[config.mk]
export PLATFORM = sky130hd
export DESIGN_NAME = plotter_command_line_parser
export DESIGN_NICKNAME = d
export VERILOG_FILES = /design/src/sv/pcp_pkg.sv /design/src/sv/pcp_front.sv /design/src/sv/pcp_queue.sv /design/src/sv/pcp_back.sv /design/src/sv/plotter_command_line_parser.sv
export VERILOG_INCLUDE_DIRS = /design/src /design/src/sv
export SDC_FILE = /design/constraint.sdc
export NUM_CORES = 1
export LEC_CHECK = 0
export ABC_AREA = 1
export BUFFER_PORTS_ARGS = -buffer_cell sky130_fd_sc_hd__buf_2
export CORE_MARGIN = 2
export CORE_UTILIZATION = 45
export CTS_CLUSTER_DIAMETER = 50
export CTS_CLUSTER_SIZE = 30
export DETAILED_ROUTE_END_ITERATION = 10
export PLACE_DENSITY = 0.71
export SYNTH_ARGS = -nofsm -noshare
export SYNTH_HDL_FRONTEND = slang
export SYNTH_SLANG_ARGS = --single-unit
[constraint.sdc]
create_clock -name clk -period 3.1 [get_ports clk]
set_input_delay 0.62 -clock clk [delete_from_list [all_inputs] [get_ports clk]]
set_output_delay 0.62 -clock clk [all_outputs]
set_load 0.02 [all_outputs]
[src/sv/plotter_command_line_parser_macros.svh]
// Assertion macros shared by the parser modules.
`ifndef PLOTTER_COMMAND_LINE_PARSER_MACROS_SVH
`define PLOTTER_COMMAND_LINE_PARSER_MACROS_SVH

`ifndef SYNTH

// Check a condition at every clock edge outside reset.
`define PCP_ASSERT_HOLDS(label, clk, rst, prop) \
  label: assert property (@(posedge clk) disable iff (rst) (prop)) \
    else $error("parser check failed: condition does not hold");

// Check a consequence in the same cycle as its cause.
`define PCP_ASSERT_SAME(label, clk, rst, ante, cons) \
  label: assert property (@(posedge clk) disable iff (rst) (ante) |-> (cons)) \
    else $error("parser check failed: same-cycle consequence");

// Check a consequence in the cycle after its cause.
`define PCP_ASSERT_NEXT(label, clk, rst, ante, cons) \
  label: assert property (@(posedge clk) disable iff (rst) (ante) |=> (cons)) \
    else $error("parser check failed: next-cycle consequence");

`else

`define PCP_ASSERT_HOLDS(label, clk, rst, prop)
`define PCP_ASSERT_SAME(label, clk, rst, ante, cons)
`define PCP_ASSERT_NEXT(label, clk, rst, ante, cons)

`endif

`endif

[src/sv/pcp_pkg.sv]
package pcp_pkg;

  // Command codes
  localparam logic [2:0] CMD_G00 = 3'd0;
  localparam logic [2:0] CMD_G01 = 3'd1;
  localparam logic [2:0] CMD_G90 = 3'd2;
  localparam logic [2:0] CMD_G91 = 3'd3;
  localparam logic [2:0] CMD_G28 = 3'd4;

  // Axis selected by a token
  localparam logic [1:0] AXIS_NONE = 2'd0;
  localparam logic [1:0] AXIS_X    = 2'd1;
  localparam logic [1:0] AXIS_Y    = 2'd2;
  localparam logic [1:0] AXIS_Z    = 2'd3;

  localparam int MAG_W = 17;
  localparam int POS_W = 16;

  // Magnitude ceiling: one past the largest positive value
  localparam logic [MAG_W-1:0] MAG_LIMIT = 17'd32768;
  localparam logic [POS_W-1:0] POS_MAX   = 16'd32767;
  localparam logic [POS_W-1:0] Z_HOME    = 16'd2;

  // One classified request from the front end to the back end
  typedef struct packed {
    logic             apply;    // a token to act on was closed
    logic             emit;     // last byte: deliver a result
    logic             cmd_hit;  // token matched a G command
    logic [2:0]       cmd;
    logic             home;     // command also homes the axes
    logic [1:0]       axis;
    logic             neg;
    logic [MAG_W-1:0] mag;
  } pcp_event_t;

endpackage

[src/sv/pcp_front.sv]
`include "plotter_command_line_parser_macros.svh"

module pcp_front #(
  parameter int MAX_TOKENS = 4
) (
  input  logic               clk,
  input  logic               rst,
  input  logic               in_valid,
  output logic               in_stall,
  input  logic [7:0]         byte_in,
  input  logic               last,
  input  logic               queue_full,
  output logic               ev_push,
  output pcp_pkg::pcp_event_t ev
);
  import pcp_pkg::*;

  localparam logic [7:0] CH_NUL   = 8'h00;
  localparam logic [7:0] CH_COLON = 8'h3A;
  localparam logic [7:0] CH_PLUS  = 8'h2B;
  localparam logic [7:0] CH_MINUS = 8'h2D;
  localparam logic [7:0] CH_SPACE = 8'h20;
  localparam logic [7:0] CH_TAB   = 8'h09;
  localparam logic [7:0] CH_CR    = 8'h0D;
  localparam logic [7:0] CH_0     = 8'h30;
  localparam logic [7:0] CH_1     = 8'h31;
  localparam logic [7:0] CH_2     = 8'h32;
  localparam logic [7:0] CH_8     = 8'h38;
  localparam logic [7:0] CH_9     = 8'h39;
  localparam logic [7:0] CH_G     = 8'h47;
  localparam logic [7:0] CH_XU    = 8'h58;
  localparam logic [7:0] CH_XL    = 8'h78;
  localparam logic [7:0] CH_YU    = 8'h59;
  localparam logic [7:0] CH_YL    = 8'h79;
  localparam logic [7:0] CH_ZU    = 8'h5A;
  localparam logic [7:0] CH_ZL    = 8'h7A;
  localparam logic [2:0] TOK_SAT  = 3'd7;

  typedef enum logic [1:0] {
    PH_SPACE  = 2'd0,
    PH_SIGN   = 2'd1,
    PH_DIGITS = 2'd2,
    PH_DONE   = 2'd3
  } phase_t;

  // Per-line and per-token state
  logic [2:0]       token_count;
  logic [1:0]       char_pos;
  logic [7:0]       prefix [3];
  logic [1:0]       axis_target;
  phase_t           number_phase;
  logic             negative_flag;
  logic [MAG_W-1:0] accumulator;
  logic             line_ended;

  // Token state after taking an ordinary character
  logic [1:0]       char_pos_next;
  logic [7:0]       prefix_next [3];
  logic [1:0]       axis_next;
  phase_t           phase_next;
  logic             neg_next;
  logic [MAG_W-1:0] acc_next;

  // Token state that a close acts on
  logic [1:0]       src_pos;
  logic [7:0]       src_p0;
  logic [7:0]       src_p1;
  logic [7:0]       src_p2;

  logic             accept;
  logic             is_sep;
  logic             is_digit;
  logic             is_space;
  logic             is_sign;
  logic             use_next;
  logic             closing;
  logic [3:0]       digit_val;
  logic [19:0]      acc_x10;

  assign in_stall = queue_full;
  assign accept   = in_valid && !queue_full;

  // Classify the byte
  assign is_sep    = (byte_in == CH_NUL) || (byte_in == CH_COLON);
  assign is_digit  = (byte_in >= CH_0) && (byte_in <= CH_9);
  assign is_space  = (byte_in == CH_SPACE) || ((byte_in >= CH_TAB) && (byte_in <= CH_CR));
  assign is_sign   = (byte_in == CH_PLUS) || (byte_in == CH_MINUS);
  assign digit_val = byte_in[3:0];
  assign acc_x10   = {accumulator, 3'b000} + {2'b00, accumulator, 1'b0} + {16'd0, digit_val};

  // Advance the open token by one ordinary character
  always_comb begin
    char_pos_next  = char_pos;
    prefix_next[0] = prefix[0];
    prefix_next[1] = prefix[1];
    prefix_next[2] = prefix[2];
    axis_next      = axis_target;
    phase_next     = number_phase;
    neg_next       = negative_flag;
    acc_next       = accumulator;
    if (char_pos == 2'd0) begin
      if ((byte_in == CH_XU) || (byte_in == CH_XL)) begin
        axis_next = AXIS_X;
      end else if ((byte_in == CH_YU) || (byte_in == CH_YL)) begin
        axis_next = AXIS_Y;
      end else if ((byte_in == CH_ZU) || (byte_in == CH_ZL)) begin
        axis_next = AXIS_Z;
      end else begin
        axis_next = AXIS_NONE;
      end
    end else if (axis_target != AXIS_NONE && number_phase != PH_DONE) begin
      priority if (number_phase == PH_SPACE && is_space) begin
        phase_next = PH_SPACE;
      end else if (number_phase == PH_SPACE && is_sign) begin
        neg_next   = (byte_in == CH_MINUS);
        phase_next = PH_SIGN;
      end else if (is_digit) begin
        acc_next   = (acc_x10 > {3'b000, MAG_LIMIT}) ? MAG_LIMIT : acc_x10[MAG_W-1:0];
        phase_next = PH_DIGITS;
      end else begin
        phase_next = PH_DONE;
      end
    end
    if (char_pos != 2'd3) begin
      prefix_next[char_pos] = byte_in;
      char_pos_next         = char_pos + 2'd1;
    end
  end

  // Pick the token that closes on this byte
  assign use_next = !line_ended && !is_sep;
  assign src_pos  = use_next ? char_pos_next  : char_pos;
  assign src_p0   = use_next ? prefix_next[0] : prefix[0];
  assign src_p1   = use_next ? prefix_next[1] : prefix[1];
  assign src_p2   = use_next ? prefix_next[2] : prefix[2];
  assign closing  = ((!line_ended && is_sep) || last) && (src_pos != 2'd0);

  // Build the request
  always_comb begin
    ev         = '0;
    ev.apply   = closing && (token_count < 3'(MAX_TOKENS));
    ev.emit    = last;
    ev.axis    = use_next ? axis_next : axis_target;
    ev.neg     = use_next ? neg_next  : negative_flag;
    ev.mag     = use_next ? acc_next  : accumulator;
    if (src_pos == 2'd3 && src_p0 == CH_G) begin
      priority if (src_p1 == CH_0 && src_p2 == CH_0) begin
        ev.cmd_hit = 1'b1;
        ev.cmd     = CMD_G00;
        ev.home    = 1'b1;
      end else if (src_p1 == CH_0 && src_p2 == CH_1) begin
        ev.cmd_hit = 1'b1;
        ev.cmd     = CMD_G01;
      end else if (src_p1 == CH_9 && src_p2 == CH_0) begin
        ev.cmd_hit = 1'b1;
        ev.cmd     = CMD_G90;
      end else if (src_p1 == CH_9 && src_p2 == CH_1) begin
        ev.cmd_hit = 1'b1;
        ev.cmd     = CMD_G91;
        ev.home    = 1'b1;
      end else if (src_p1 == CH_2 && src_p2 == CH_8) begin
        ev.cmd_hit = 1'b1;
        ev.cmd     = CMD_G28;
      end else begin
        ev.cmd_hit = 1'b0;
      end
    end
  end

  assign ev_push = accept && (ev.apply || ev.emit);

  // Hold line state; clear on each last byte
  always_ff @(posedge clk) begin
    if (rst) begin
      token_count   <= 3'd0;
      char_pos      <= 2'd0;
      prefix[0]     <= 8'd0;
      prefix[1]     <= 8'd0;
      prefix[2]     <= 8'd0;
      axis_target   <= AXIS_NONE;
      number_phase  <= PH_SPACE;
      negative_flag <= 1'b0;
      accumulator   <= '0;
      line_ended    <= 1'b0;
    end else if (accept) begin
      if (last || (!line_ended && is_sep)) begin
        char_pos      <= 2'd0;
        prefix[0]     <= 8'd0;
        prefix[1]     <= 8'd0;
        prefix[2]     <= 8'd0;
        axis_target   <= AXIS_NONE;
        number_phase  <= PH_SPACE;
        negative_flag <= 1'b0;
        accumulator   <= '0;
      end
      if (last) begin
        token_count <= 3'd0;
        line_ended  <= 1'b0;
      end else if (!line_ended && is_sep) begin
        if (char_pos != 2'd0 && token_count != TOK_SAT) begin
          token_count <= token_count + 3'd1;
        end
        if (byte_in == CH_NUL) begin
          line_ended <= 1'b1;
        end
      end else if (!line_ended) begin
        char_pos      <= char_pos_next;
        prefix[0]     <= prefix_next[0];
        prefix[1]     <= prefix_next[1];
        prefix[2]     <= prefix_next[2];
        axis_target   <= axis_next;
        number_phase  <= phase_next;
        negative_flag <= neg_next;
        accumulator   <= acc_next;
      end
    end
  end

  `PCP_ASSERT_NEXT(a_line_stays_ended, clk, rst, line_ended && !(accept && last), line_ended)
  `PCP_ASSERT_SAME(a_ended_no_token, clk, rst, line_ended, char_pos == 2'd0)

endmodule

[src/sv/pcp_queue.sv]
`include "plotter_command_line_parser_macros.svh"

module pcp_queue #(
  parameter int DEPTH = 4
) (
  input  logic                clk,
  input  logic                rst,
  input  logic                push,
  input  pcp_pkg::pcp_event_t push_data,
  output logic                full,
  input  logic                pop,
  output pcp_pkg::pcp_event_t pop_data,
  output logic                not_empty
);
  import pcp_pkg::*;

  localparam int PTR_W = (DEPTH > 1) ? $clog2(DEPTH) : 1;
  localparam int CNT_W = $clog2(DEPTH + 1);
  localparam logic [PTR_W-1:0] PTR_LAST = PTR_W'(DEPTH - 1);

  pcp_event_t       slots [DEPTH];
  logic [PTR_W-1:0] wr_ptr;
  logic [PTR_W-1:0] rd_ptr;
  logic [CNT_W-1:0] count;

  assign full      = (count == CNT_W'(DEPTH));
  assign not_empty = (count != '0);
  assign pop_data  = slots[rd_ptr];

  // Store request payload
  always_ff @(posedge clk) begin
    if (push) begin
      slots[wr_ptr] <= push_data;
    end
  end

  // Advance pointers and fill count
  always_ff @(posedge clk) begin
    if (rst) begin
      wr_ptr <= '0;
      rd_ptr <= '0;
      count  <= '0;
    end else begin
      if (push) begin
        wr_ptr <= (wr_ptr == PTR_LAST) ? '0 : wr_ptr + 1'b1;
      end
      if (pop) begin
        rd_ptr <= (rd_ptr == PTR_LAST) ? '0 : rd_ptr + 1'b1;
      end
      if (push && !pop) begin
        count <= count + 1'b1;
      end else if (pop && !push) begin
        count <= count - 1'b1;
      end
    end
  end

  `PCP_ASSERT_HOLDS(a_count_bound, clk, rst, count <= CNT_W'(DEPTH))
  `PCP_ASSERT_NEXT(a_count_up, clk, rst, push && !pop, count == $past(count) + 1'b1)

endmodule

[src/sv/pcp_back.sv]
`include "plotter_command_line_parser_macros.svh"

module pcp_back (
  input  logic                    clk,
  input  logic                    rst,
  input  logic                    ev_valid,
  input  pcp_pkg::pcp_event_t     ev,
  output logic                    ev_pop,
  output logic                    out_valid,
  input  logic                    out_stall,
  output logic [2:0]              command,
  output logic signed [15:0]      x_pos,
  output logic signed [15:0]      y_pos,
  output logic signed [15:0]      z_pos
);
  import pcp_pkg::*;

  logic [2:0]       cmd_reg;
  logic [POS_W-1:0] x_reg;
  logic [POS_W-1:0] y_reg;
  logic [POS_W-1:0] z_reg;

  logic [2:0]       cmd_next;
  logic [POS_W-1:0] x_next;
  logic [POS_W-1:0] y_next;
  logic [POS_W-1:0] z_next;
  logic [POS_W-1:0] value;
  logic [MAG_W-1:0] neg_mag;
  logic [MAG_W-1:0] neg_word;

  // Saturate the parsed magnitude into a 16-bit value
  assign neg_mag  = (ev.mag > MAG_LIMIT) ? MAG_LIMIT : ev.mag;
  assign neg_word = {1'b1, {(MAG_W-1){1'b0}}} - neg_mag;
  assign value    = ev.neg ? neg_word[POS_W-1:0]
                  : ((ev.mag > {1'b0, POS_MAX}) ? POS_MAX : ev.mag[POS_W-1:0]);

  // Apply a closed token to the held values
  always_comb begin
    cmd_next = cmd_reg;
    x_next   = x_reg;
    y_next   = y_reg;
    z_next   = z_reg;
    if (ev.apply) begin
      if (ev.cmd_hit) begin
        cmd_next = ev.cmd;
      end
      if (ev.home) begin
        x_next = '0;
        y_next = '0;
        z_next = Z_HOME;
      end
      unique case (ev.axis)
        AXIS_X:    x_next = value;
        AXIS_Y:    y_next = value;
        AXIS_Z:    z_next = value;
        default:   cmd_next = cmd_next;
      endcase
    end
  end

  // Drain unless a result would overwrite a waiting one
  assign ev_pop = ev_valid && (!ev.emit || !out_valid || !out_stall);

  // Hold axis registers
  always_ff @(posedge clk) begin
    if (rst) begin
      cmd_reg <= CMD_G00;
      x_reg   <= '0;
      y_reg   <= '0;
      z_reg   <= Z_HOME;
    end else if (ev_pop) begin
      cmd_reg <= cmd_next;
      x_reg   <= x_next;
      y_reg   <= y_next;
      z_reg   <= z_next;
    end
  end

  // Output register
  always_ff @(posedge clk) begin
    if (rst) begin
      out_valid <= 1'b0;
    end else if (ev_pop && ev.emit) begin
      out_valid <= 1'b1;
    end else if (!out_stall) begin
      out_valid <= 1'b0;
    end
  end

  always_ff @(posedge clk) begin
    if (ev_pop && ev.emit) begin
      command <= cmd_next;
      x_pos   <= x_next;
      y_pos   <= y_next;
      z_pos   <= z_next;
    end
  end

  `PCP_ASSERT_HOLDS(a_cmd_range, clk, rst, cmd_reg <= CMD_G28)
  `PCP_ASSERT_NEXT(a_emit_shows, clk, rst, ev_pop && ev.emit, out_valid)

endmodule

[src/sv/plotter_command_line_parser.sv]
// Plotter command line parser. Bytes of a command line enter on byte_in with
// last set on the final byte; the line is split at colons, the first
// MAX_TOKENS tokens set the G command (G00, G01, G90, G91, G28) and the X, Y
// and Z values, and one result with the held command and axes is given per
// line. The block takes one byte every cycle unless the queue is full: the
// front end classifies each byte combinationally and hands closed tokens to
// the back end through a QUEUE_DEPTH-entry queue, and the back end applies
// one request per cycle unless its result would overwrite a stalled one. The
// last byte's request is queued, popped and registered into out_valid and
// the outputs by the back end; in_stall rises only when the queue is full.
module plotter_command_line_parser #(
  parameter int MAX_TOKENS  = 4,
  parameter int QUEUE_DEPTH = 4
) (
  input  logic               clk,
  input  logic               rst,
  input  logic               in_valid,
  output logic               in_stall,
  input  logic [7:0]         byte_in,
  input  logic               last,
  output logic               out_valid,
  input  logic               out_stall,
  output logic [2:0]         command,
  output logic signed [15:0] x_pos,
  output logic signed [15:0] y_pos,
  output logic signed [15:0] z_pos
);
  import pcp_pkg::*;

  pcp_event_t push_data;
  pcp_event_t pop_data;
  logic       push;
  logic       pop;
  logic       full;
  logic       not_empty;

  pcp_front #(
    .MAX_TOKENS(MAX_TOKENS)
  ) u_front (
    .clk        (clk),
    .rst        (rst),
    .in_valid   (in_valid),
    .in_stall   (in_stall),
    .byte_in    (byte_in),
    .last       (last),
    .queue_full (full),
    .ev_push    (push),
    .ev         (push_data)
  );

  pcp_queue #(
    .DEPTH(QUEUE_DEPTH)
  ) u_queue (
    .clk       (clk),
    .rst       (rst),
    .push      (push),
    .push_data (push_data),
    .full      (full),
    .pop       (pop),
    .pop_data  (pop_data),
    .not_empty (not_empty)
  );

  pcp_back u_back (
    .clk       (clk),
    .rst       (rst),
    .ev_valid  (not_empty),
    .ev        (pop_data),
    .ev_pop    (pop),
    .out_valid (out_valid),
    .out_stall (out_stall),
    .command   (command),
    .x_pos     (x_pos),
    .y_pos     (y_pos),
    .z_pos     (z_pos)
  );

endmodule
==> Word level (Yosys, flattened, before mapping) <==
Memories as Yosys holds them, arrays and structs flattened. A register that Yosys moved wholly into a read port is not among the register bits.
Cells that the tools add are included.
{ "word_totals": {"reg_bits": 138, "ram_bits": 132, "inputBits": 13, "out_inout_bits": 53, "word_cells": 241, "memories": 2} }
{ "op_classes": {"addsub": 9, "magnitude_cmp": 10, "n_eq_ne": 29, "mux": 109, "n_bitwise": 7, "reduce_logical": 56} }
{ "memory_table": {"columns": ["memory", "depth", "width", "read_ports", "rd_clocked_by_memory_dff", "wr", "line_no", "rtl"], "rows": [
  ["u_queue.slots", 4, 27, 1, 1, 1, "pcp_queue.sv:21", "pcp_event_t slots [DEPTH];"],
  ["u_front.prefix", 3, 8, 3, 0, 3, "pcp_front.sv:49", "logic [7:0] prefix [3];"]
]} }
{ "op_table": {"columns": ["operator", "count"], "rows": [
  ["$mux W16", 12],
  ["$mux W17", 11],
  ["$eq A8 B6 Y1 const B", 10],
  ["$mux W8", 10],
  ["$eq A8 B7 Y1 const B", 7],
  ["$mux W2", 27],
  ["$mux W1", 33],
  ["$bwmux W24", 1],
  ["$mux W24", 1],
  ["$mux W3", 8],
  ["$logic_and A1 B1 Y1", 23],
  ["$add A20 B18 Y20", 1],
  ["$add A20 B4 Y20", 1],
  ["$gt A20 B16 Y1 const B", 1],
  ["$gt A17 B15 Y1 const B", 1],
  ["$gt A17 B16 Y1 const B", 1],
  ["$demux W8 S2", 1],
  ["$sub A1 B16 Y16 const A", 1],
  ["$reduce_bool A2 Y1", 7],
  ["$mux W4", 3],
  ["$eq A2 B2 Y1 const B", 5],
  ["$logic_or A1 B1 Y1", 10],
  ["$mux W5", 2],
  ["$reduce_and A3 Y1", 3],
  ["23 further kinds", 40]
]} }

==> Longest topological paths before layout <==
Gate-level depths: netlist (run 1).
{ "logic_depth": {"ltp_word": 16, "depth_mapped": 25, "ltp_nobuf": 23} }

==> Hierarchy <==
Synthesis (run 1) repeated with hierarchy kept, for this count alone.
{ "hier_totals": {"cells_unflattened": 1887, "hier_area_um2": 15112.0} }
{ "by_module_without_submodules": {"columns": ["mod", "n_inst", "cells_each", "area_per_inst_um2", "seq_area_each_um2"], "rows": [
  ["pcp_back", 1, 813, 5724.2, 2572.5],
  ["pcp_front", 1, 753, 4874.7, 1281.2],
  ["pcp_queue", 1, 321, 4513.1, 3423.3]
]} }

==> Least setup slack after synthesis (run 1) <==
Ideal clock, no wire load.
{ "synth_timing": {"kind": "input-to-reg", "startpoint": "in byte_in[3]", "endpoint": "mem u_queue.slots[0][8] (netlist name), data pin", "setup_ns": 0.201, "arrival_ns": 3.116, "t_required_ns": 2.899, "path_slack_ns": -0.217, "path_stages": 18, "path_buffers": 1, "path_cell_list": "fa_1 > inv_1 > fa_1 > inv_1 > nand3_1 > nand2_1 > nand3_1 > nand2_1 > xor2_1 > nand3_1 > nor2_1 > nand4_1 > nand2_1 > buf_2 > nand3_1 > nand2_1 > nand2_1 > o21ai_0"} }
{ "synth_lines": {"columns": ["element", "line_no", "rtl"], "rows": [
  ["start: declaration", "plotter_command_line_parser.sv:19", "input logic [7:0] byte_in,"],
  ["end: declaration", "pcp_queue.sv:21", null]
]} }

==> Final worst setup path (run 1) <==
{ "layout_timing": {"startpoint": "reg u_front.accumulator[0]", "endpoint": "reg u_front.accumulator[7]"} }
{ "layout_between": {"elab_chain_cells": 12} }
{ "layout_rtl": {"columns": ["element", "line_no", "rtl"], "rows": [
  ["start: declaration", "pcp_front.sv:53", "logic [MAG_W-1:0] accumulator;"],
  ["start signal: assignment", "pcp_front.sv:214", "accumulator <= acc_next;"],
  ["$add A20 B18 Y20 *", "pcp_front.sv:89", "assign acc_x10 = {accumulator, 3'b000} + {2'b00, accumulator, 1'b0} + {16'd0, digit_val};"],
  ["$add A20 B4 Y20 *", "pcp_front.sv:89", null],
  ["$gt A20 B16 Y1", "pcp_front.sv:118", "acc_next = (acc_x10 > {3'b000, MAG_LIMIT}) ? MAG_LIMIT : acc_x10[MAG_W-1:0];"],
  ["$mux W17 *", "pcp_front.sv:118", null],
  ["$mux W17 *", "pcp_front.sv:117", "end else if (is_digit) begin"],
  ["$mux W17 *", "pcp_front.sv:114", "end else if (number_phase == PH_SPACE && is_sign) begin"],
  ["$mux W17 *", "pcp_front.sv:112", "priority if (number_phase == PH_SPACE && is_space) begin"],
  ["$mux W17 *", "pcp_front.sv:111", "end else if (axis_target != AXIS_NONE && number_phase != PH_DONE) begin"],
  ["$mux W17 *", "pcp_front.sv:101", "if (char_pos == 2'd0) begin"],
  ["$mux W17 *", "pcp_front.sv:206", "end else if (!line_ended) begin"],
  ["$mux W17 *", "pcp_front.sv:199", "end else if (!line_ended && is_sep) begin"],
  ["$mux W17 *", "pcp_front.sv:196", "if (last) begin"]
]} }
Mark *: on every way between the ends. The rest lies on a longest branch, timed or not.
A chain may end at the register's enable or synchronous reset.

==> results_dict.tcl, run 1 <==
set metrics [dict create \
    cts_root_buf "clkbuf_16" \
    grt_pass1_wl_microns 58600 \
    drc 0 \
    path_class "flop to flop" \
    synth_edf_count 183 \
    drive_gt1_share_pct 16.3 \
    synth_ff_type "edfxtp_1" \
    worst_slack_ns 0.00383 \
    synth_fa_ha_area_share_pct 3.97 \
    holdWs_ns 0.346 \
    final_common_cell "nand2_1" \
    dp_hpwl_microns 24700 \
    core_sq_um 32500 \
    synth_warnings 0 \
    reg_top3 "u_queue.slots x108, u_front.prefix x24, u_front.accumulator x17" \
    cts_tree "built" \
    via_count 12990 \
    tightest_slew_ns 0.937 \
    groute.usage.overall_pct 21.1 \
    placed_area_sq_um 16100 \
    clk_latency_ns 0.55 \
    fin_crit_sh_pct 99.9 \
    async_flop_share_pct 0 \
    syn_inst 1894 \
    maxSlewViolCount 0 \
    cp_data_required_time_ns 3.55 \
    largest_reg_flops 108 \
    regMostFlops "u_queue.slots" \
    ant_nets 0 \
    clk_pin_slew_ns 0.08 \
    n_fill_cell 2900 \
    htree_levels 1 \
    p_leak_nw 7.97 \
    muxShareOfSynthArea_pct 0.203 \
    worstPathArrival_ns 3.55 \
    grt_antenna_before_repair 0 \
    synth_xor_area_share_pct 0.890 \
    synthesis.nets 1952 \
    start_kind "flop" \
    dp_cells 2411 \
    synth-seq-cells 272 \
    nets 2063 \
    postRouteWirelength_microns 36800 \
    min_period_ns 3.10 \
    synth.distinct_cells 53 \
    antennaDiodeCount 0 \
    grt_max_degree 88 \
    p_per_area_nw_per_um2 934 \
    cts_buffers 27 \
    synth_simple_gate_area_share_pct 27.7 \
    overflow 0 \
    die_x_microns 185 \
    grt_pass1_vias 11997 \
    peakVddDrop_mv 0.553 \
    initial_core_util_pct 45.5 \
    areaGrowthSynthToFinish_pct 18.9 \
    fin_skew_ns 0.0192 \
    clockBufferDepth 3 \
    max_slew_margin_pct 37.6 \
    synth_area_per_cell_sq_um 7.79 \
    drt_iter0_markers 1159 \
    crit_fanout 8 \
    maxCapViolCount 0 \
    fmax_ghz 0.323 \
    place.gp.congestion 0.859 \
    fin_cells 2467 \
    rsz0062_at_grt "yes" \
    hold_viol_final 0 \
    status "finished, final reports clean" \
    clock_sinks 272 \
    design_area_sq_um 17500 \
    first_pass_iters 6 \
    hold_path_class "input port to flop" \
    die_area_sq_um 34300 \
    die_y_microns 185 \
    synth_top_family_by_area "simple AND/OR/NAND/NOR gates" \
    portBuffers 65 \
    finalSetupViolCount 0 \
    pre_cts_slack_ns -0.474 \
    vias_per_cell 5.27 \
    io_pins 66 \
    wl_per_cell_microns 14.9 \
    cp-end-kind "flop" \
    ys_seq_area_share_pct 49.3 \
    synth_compound_area_share_pct 10.6 \
    syn_area_sq_um 14800 \
    mostFrequentLayoutCells "nand2_1, nor2_1, edfxtp_1, inv_1, nand3_1" \
    core.rowCount 66 \
]
## final cells by class
cell class	instances	area [sq um]	share of cell area (%)
multi-input combinational	1355	6800	38.7
tap	442	553	3.15
inverter	185	701	3.99
clock buffer	28	679	3.87
clock inverter	21	287	1.63
sequential	272	7300	41.6
timing repair buffer	164	1230	7.00
## per-stage QoR
stage / power, mW / setup TNS, ns / util (%)
after floorplan: 10.6 / -16.36 / -
after global placement: 12.6 / -27.56 / 49.7
after detailed placement: 12.8 / -33.21 / 49.7
after CTS: 16.3 / 0 / 52.7
after global routing: 17.6 / -3.74 / 54.1
final: 16.4 / 0 / 54.1
## routing by layer
metal	vias up	GRT usage, %	wire length, microns	part of all wire, %
met2	463	36.4	17500	48
met1	5968	27.5	15700	43
met5	-	0	0	0
met4	0	7.08	1170	3.2
met3	88	2.71	2440	6.6
li1	6471	-	-	-
## critical path, stage by stage, from the launching register on
cell and delay [ns]:
dfxtp_4 0.37, fa_1 0.55, inv_2 0.05, fa_2 0.35, inv_2 0.08, nand3_2 0.08
nand2_4 0.10, nand3_2 0.07, nand2_2 0.10, xor2_2 0.16, nand3_1 0.09, nor2_1 0.10
nand4_1 0.10, buf_6 0.16, nand2_8 0.12, nand3_1 0.09, nand2_1 0.06, nand2_1 0.08
nand2_1 0.09, nand2_1 0.06, a21oi_1 0.14
## final timing paths
path                     startpoint                     end  slack [ns]  depth (start not counted)
max          u_front.accumulator[0]  u_front.accumulator[7]       0.004                         20
min                       out_stall        u_back.out_valid        0.35                          3
max reg2reg  u_front.accumulator[0]  u_front.accumulator[7]       0.004                         20
min reg2reg  u_front.token_count[1]  u_front.token_count[1]        0.47                          2
## Yosys cell counts, drive strengths merged, types with 5 or more instances
master | n | area share [%]
edfxtp | 183 | 37
ha | 42 | 3.6
inv | 183 | 4.7
or2 | 6 | 0.25
a21oi | 116 | 4.0
clkbuf | 44 | 1.1
o31ai | 5 | 0.29
dfxtp | 89 | 12
nor2 | 213 | 5.5
nand2 | 597 | 15
nand3b | 5 | 0.25
nor3 | 13 | 0.44
xor2 | 10 | 0.59
buf | 39 | 1.5
nand3 | 157 | 5.3
xnor2 | 5 | 0.30
nand4 | 10 | 0.42
o21ai | 124 | 4.2
o21bai | 5 | 0.33
## kinds of logic (layout without fill, tap and decap cells)
| group | count (synthesis) | in the layout |
|---|---|---|
| flip-flops | 272 | 272 |
| buffers and inverters | 268 | 398 |
| AND/OR/NAND/NOR | 1008 | 1009 |
| multiplexers | 3 | 3 |
| adder cells (fa/ha/maj) | 45 | 45 |
| XOR/XNOR | 15 | 15 |
| AO/OA/AOI/OAI | 283 | 283 |
## power breakdown
group | total [mW] | leakage (nW) | internal, mW | switching [mW]
Combinational | 7.64 | 4.99 | 2.37 | 5.27
Clock | 3.47 | 0.463 | 1.82 | 1.65
Sequential | 5.27 | 2.51 | 4.96 | 0.311
Total | 16.4 | 7.97 | 9.16 | 7.22
## timing repair
action	4_1_cts	5_1_grt
resized for setup	4	100
cloned	1	2
pin swaps	2	18
hold buffers	0	0
endpoints found under the setup margin	59	121
setup buffers	1	3
(Power assumes the default switching activity.)
==> inputs of run 2 (changes only) <==
--- a/config.mk
+++ b/config.mk
@@ -7,13 +7,16 @@
 export NUM_CORES = 1
 export LEC_CHECK = 0
 export ABC_AREA = 1
-export BUFFER_PORTS_ARGS = -buffer_cell sky130_fd_sc_hd__buf_2
+export CELL_PAD_IN_SITES_DETAIL_PLACEMENT = 0
+export CELL_PAD_IN_SITES_GLOBAL_PLACEMENT = 2
 export CORE_MARGIN = 2
-export CORE_UTILIZATION = 45
+export CORE_UTILIZATION = 35
 export CTS_CLUSTER_DIAMETER = 50
 export CTS_CLUSTER_SIZE = 30
 export DETAILED_ROUTE_END_ITERATION = 10
-export PLACE_DENSITY = 0.71
+export DONT_BUFFER_PORTS = 1
+export PLACE_DENSITY = 0.84
+export SKIP_LAST_GASP = 1
 export SYNTH_ARGS = -nofsm -noshare
 export SYNTH_HDL_FRONTEND = slang
 export SYNTH_SLANG_ARGS = --single-unit
==> run 2 against run 1 <==
Against the previous run:
- sequential cell count unchanged
- critical path type unchanged
- worst setup slack better by 0.0078 ns
- die area up 28%
- via count down 3.9%
- worst hold slack worse by 0.19 ns
- core utilization down 11 points
- first-iteration DRC count down 31%
- sequential power up 10%
- global-route usage down 2.9 points
- fmax up 0.25%
==> results_dict.tcl, run 2 (synthesis gave the netlist of run 1 again) <==
set metrics [dict create \
    clk_pin_slew_ns 0.06 \
    first_pass_iters 5 \
    crit_start "u_front.accumulator[0]" \
    grt_antenna_before_repair 0 \
    rsz0062_at_grt "yes" \
    cp_data_required_time_ns 3.57 \
    fmax_ghz 0.324 \
    maxCapViolCount 0 \
    areaGrowthSynthToFinish_pct 21.0 \
    fin_crit_sh_pct 99.6 \
    wl_met2_microns 19200 \
    wl_per_cell_microns 15.9 \
    internal_power_mw 9.79 \
    grt_pass1_wl_microns 63200 \
    setup_tns_ns 0 \
    comb_power_share_pct 42.3 \
    slowest_stage "fa_1" \
    antennaDiodeCount 0 \
    worst_slack_ns 0.0116 \
    grt_max_degree 88 \
    die_area_sq_um 43800 \
    crit_family "simple AND/OR/NAND/NOR gates" \
    finalSetupViolCount 0 \
    cts_root_buf "clkbuf_16" \
    crit_chain "fa_1 > inv_2 > fa_2 > inv_2 > nand3_2 > nand2_4 > xnor2_4 > nand3_2 > nor2_2 > nand3_1 > nor2_1 > nand4_1 > nand2_2 > buf_12 > nand3_2 > nand2_1 > nand2_1 > nand2_1 > nand2_1 > a21oi_2" \
    core.rowCount 75 \
    dp_cells 2453 \
    overflow 0 \
    mostFrequentLayoutCells "nand2_1, nor2_1, edfxtp_1, inv_1, nand3_1" \
    peakVddDrop_mv 0.624 \
    path_class "flop to flop" \
    regMostFlops "u_queue.slots" \
    critPathCapture "u_front.accumulator[14]" \
    route.met3.wl_microns 1660 \
    ff2ff_path_depth 20 \
    hold_depth 1 \
    cts_buffers 36 \
    p_per_area_nw_per_um2 975 \
    die_x_microns 209 \
    wl_met1_microns 18500 \
    htree_levels 2 \
    cp_num_buf_inv 3 \
    fin_skew_ns 0.0141 \
    reg_top3 "u_queue.slots x108, u_front.prefix x24, u_front.accumulator x17" \
    pre_cts_slack_ns -0.290 \
    maxSlewViolCount 0 \
    swShare_pct 43.8 \
    start_kind "flop" \
    groute.usage.overall_pct 18.2 \
    top_layer_used "met4" \
    vias_per_cell 4.94 \
    p_sw_mw 7.63 \
    place.gp.congestion 0.832 \
    cp.depth 20 \
    worstPathArrival_ns 3.56 \
    crit_fanout 8 \
    p_leak_nw 7.93 \
    drt_iter0_markers 798 \
    clockBufferDepth 3 \
    cts_hold_buffers 0 \
    hold_viol_final 0 \
    dp_hpwl_microns 26800 \
    hold_path_class "input port to flop" \
    final_common_cell "nand2_1" \
    ant_nets 0 \
    tightest_slew_ns 0.680 \
    n_fill_cell 4112 \
    portBuffers 0 \
    drive_gt1_share_pct 15.5 \
    max_slew_margin_pct 54.6 \
    drc 0 \
    power.share.sequential_pct 33.3 \
    multi_input_area_sq_um 6870 \
    clock_sinks 272 \
    via_count 12483 \
    power_frac_clock_pct 24.3 \
    die_y_microns 209 \
    grt_pass1_vias 11712 \
    cp-end-kind "flop" \
    status "finished, final reports clean" \
    postRouteWirelength_microns 40300 \
    cts_tree "built" \
    rr_endpoint "u_front.accumulator[14]" \
    io_pins 66 \
    clk_latency_ns 0.54 \
    min_period_ns 3.09 \
    reg2reg_from "u_front.accumulator[0]" \
    critPathMostFrequentCell "nand2_1" \
    fin_cells 2528 \
    reg2reg_slack_ns 0.01 \
    largest_reg_flops 108 \
    core_sq_um 41800 \
    seq_area_sq_um 7290 \
    initial_core_util_pct 35.3 \
    critPathMaxStageDelay_ns 0.55 \
    nets 2021 \
]
## run 2: worst min path at each step
stage               slack (ns)                      to                    from
detailed placement        0.46   u_front.negative_flag   u_front.negative_flag
CTS                       0.13        u_back.out_valid                     rst
global placement          0.45         u_back.z_reg[1]         u_back.z_reg[1]
floorplan                 0.44  u_front.token_count[1]  u_front.token_count[1]
finish                    0.16        u_back.out_valid                     rst
global route              0.13        u_back.out_valid                     rst
## run 2: repair_timing
item | 4_1_cts | 5_1_grt
setup endpoints to repair | 61 | 164
pin swaps | 1 | 33
cloned | 0 | 4
setup buffers | 1 | 6
gates resized for setup | 2 | 118
## run 2: layout make-up
cell class,count,area share [%]
clock buffers,38,5.20
clock inverters,26,1.77
inverters,185,3.95
multi-input cells,1354,38.5
flip-flops and latches,272,40.8
well taps,539,3.78
repair buffers,114,5.99
## run 2: per-layer routing
metal | vias to the layer above | GRT usage [%]
met5 | - | 0
met4 | 0 | 5.96
met3 | 58 | 2.86
met2 | 262 | 31.0
met1 | 5761 | 23.7
li1 | 6402 | -
## run 2: power by group through the flow
stage               logic (mW)  registers, mW  clock network [mW]
detailed placement        7.12           5.89                   0
global placement          7.02           5.87                   0
CTS                       7.16           5.81                4.34
floorplan                 4.84           5.80                   0
global route              8.31           5.90                4.47
finish                    7.37           5.81                4.24
## run 2: per-stage QoR
stage	total power [mW]	utilization, %	cell area (sq um)	hold WS [ns]
finish	17.4	42.8	17900	0.157
global route	18.7	42.8	17900	0.130
CTS	17.3	41.3	17200	0.128
detailed placement	13.0	38.3	16000	0.458
global placement	12.9	38.3	16000	0.448
floorplan	10.6	-	14800	0.443
==> inputs of run 3 (changes only) <==
--- a/config.mk
+++ b/config.mk
@@ -15,8 +15,9 @@
 export CTS_CLUSTER_SIZE = 30
 export DETAILED_ROUTE_END_ITERATION = 10
 export DONT_BUFFER_PORTS = 1
-export PLACE_DENSITY = 0.84
+export PLACE_DENSITY = 0.83
 export SKIP_LAST_GASP = 1
 export SYNTH_ARGS = -nofsm -noshare
 export SYNTH_HDL_FRONTEND = slang
+export SYNTH_HIERARCHICAL = 1
 export SYNTH_SLANG_ARGS = --single-unit
==> run 3 against run 2 <==
Against the previous run:
- cell count increased by 1.7%
- core utilization decreased by 0.44 points
- synthesized cell count decreased by 0.37%
- fmax increased by 5.5%
- worst setup slack improved by 0.16 ns
- worst hold slack improved by 0.014 ns
- register-to-register slack improved by 0.16 ns
- highest routed layer unchanged
- non-clock buffer count increased by 6
- sequential power about the same
==> results_dict.tcl, run 3 <==
set metrics [dict create \
    core.rowCount 76 \
    utilization_pct 42.3 \
    first_pass_iters 5 \
    grt_pass1_wl_microns 63700 \
    async_flop_share_pct 0 \
    die_x_microns 212 \
    syn_area_sq_um 15100 \
    synth-seq-cells 272 \
    initial_core_util_pct 35.2 \
    dp_hpwl_microns 27300 \
    cp-end-kind "flop" \
    fin_cells 2571 \
    yosysMostFrequentCell "nand2_1" \
    clockBufferDepth 3 \
    p_per_area_nw_per_um2 981 \
    die_area_sq_um 44900 \
    die_y_microns 212 \
    cp_data_required_time_ns 3.36 \
    placed_area_sq_um 16200 \
    portBuffers 0 \
    synth.distinct_cells 59 \
    hold_viol_final 0 \
    drive_gt1_share_pct 18.0 \
    postRouteWirelength_microns 40900 \
    finalSetupViolCount 0 \
    final_common_cell "nand2_1" \
    synthTopCellsByCount "nand2_1, nor2_1, inv_1, edfxtp_1, nand3_1" \
    max_slew_margin_pct 38.5 \
    fmax_ghz 0.341 \
    io_pins 66 \
    worstPathArrival_ns 3.19 \
    crit_fanout 7 \
    design_area_sq_um 18200 \
    holdWs_ns 0.171 \
    nets 2019 \
    ys_top_cells_by_area "edfxtp_1, dfxtp_1, nand2_1" \
    ys_seq_area_share_pct 48.2 \
    cts_root_buf "clkbuf_16" \
    grt_max_degree 86 \
    yosysTopAreaCell "edfxtp_1" \
    reg_top3 "u_queue/slots x108, u_front/prefix x24, u_front/accumulator x17" \
    clock_sinks 272 \
    drc 0 \
    clk_pin_slew_ns 0.08 \
    regMostFlops "u_queue/slots" \
    start_kind "flop" \
    htree_levels 2 \
    hold_path_class "input port to flop" \
    mostFrequentLayoutCells "nand2_1, nor2_1, inv_1, edfxtp_1, nand3_1" \
    maxCapViolCount 0 \
    path_class "flop to flop" \
    wl_per_cell_microns 15.9 \
    min_period_ns 2.93 \
    drt_iter0_markers 810 \
    syn_inst 1887 \
    fin_crit_sh_pct 94.5 \
    via_count 12802 \
    synth_ff_type "edfxtp_1" \
    dp_cells 2490 \
    synth_edf_count 183 \
    cts_tree "built" \
    antennaDiodeCount 0 \
    setup_tns_ns 0 \
    ant_nets 0 \
    overflow 0 \
    groute.usage.overall_pct 17.9 \
    maxSlewViolCount 0 \
    cts_buffers 34 \
    areaGrowthSynthToFinish_pct 20.1 \
    synth_area_per_cell_sq_um 8.01 \
    yosys.area.top_type_share_pct 36.4 \
    grt_pass1_vias 11769 \
    rsz0062_at_grt "yes" \
    synth_warnings 6 \
    worstHoldStart "last" \
    grt_antenna_before_repair 0 \
    largest_reg_flops 108 \
    cts_hold_buffers 0 \
    status "finished, final reports clean" \
    core_sq_um 42900 \
    peakVddDrop_mv 0.539 \
    vias_per_cell 4.98 \
    p_leak_nw 7.88 \
    place.gp.congestion 0.829 \
    fin_skew_ns 0.0319 \
    synthesis.nets 1945 \
    clk_latency_ns 0.54 \
    tightest_slew_ns 0.922 \
]
## run 3: logic make-up after synthesis
kind of cell,after synthesis,share of synthesized area [%]
and+or+nand+nor,919,25.7
AOI/OAI and AO/OA,352,13.4
buffers and inverters,292,8.47
DFF,272,48.2
adders and majority gates,45,3.87
xor gates and xnor gates,7,0.406
## run 3: power by group
part,switching [mW],internal [mW]
logic,5.15,2.62
clock network,1.77,2.46
registers,0.824,4.99
## run 3: worst paths after layout
check / endpoint / slack [ns] / depth (start not counted)
worst max-delay path: u_back/y_pos[6] / 0.17 / 19
worst min-delay path: u_queue/slots[3][25] / 0.17 / 0
worst max register to register: u_back/y_pos[6] / 0.17 / 19
worst min register to register: u_back/cmd_reg[2] / 0.45 / 2
## run 3: per-layer routing
layer | up-vias | routed length (microns) | track usage [%]
met5 | - | 0 | 0
met4 | 0 | 1190 | 6.34
met3 | 65 | 1700 | 3.16
met2 | 259 | 19100 | 29.2
met1 | 6001 | 18900 | 24.0
li1 | 6477 | - | -
## run 3: worst max-delay path: stages (launching register included)
cell and delay (ns):
dfxtp_4 0.47, buf_12 0.16, buf_8 0.13, o21ai_0 0.09
o22ai_1 0.26, nor2_1 0.06, nand2_1 0.08, nor2_2 0.04
nand3_2 0.08, nand2_4 0.10, nand2_4 0.08, ha_4 0.14
nand2_4 0.07, a21oi_4 0.21, nand2_1 0.10, xor2_1 0.15
nand2_1 0.10, nand3_1 0.11, nand2_1 0.12, nand2_1 0.08
## run 3: area by class of cell
type	count	area, sq um
fillers	4323	24700
flip-flops and latches	272	7300
multi-input cells	1324	6960
repair buffers	120	1110
clock buffers	37	893
inverters	209	835
well taps	585	732
clock inverters	24	329
## run 3: per-stage QoR
stage | worst slack (ns) | power (mW)
2_1_floorplan | 0.0183 | 10.9
3_3_place_gp | -0.221 | 12.9
3_5_place_dp | -0.292 | 13.0
4_1_cts | 0.0136 | 17.3
5_1_grt | -0.0158 | 19.2
6_report | 0.171 | 17.8
## run 3: timing repair
action                                  CTS  global route
endpoints found under the setup margin   48           160
pin swaps                                 0            39
resized for setup                         6           138
gates cloned                              0             5
setup buffers                             0            15
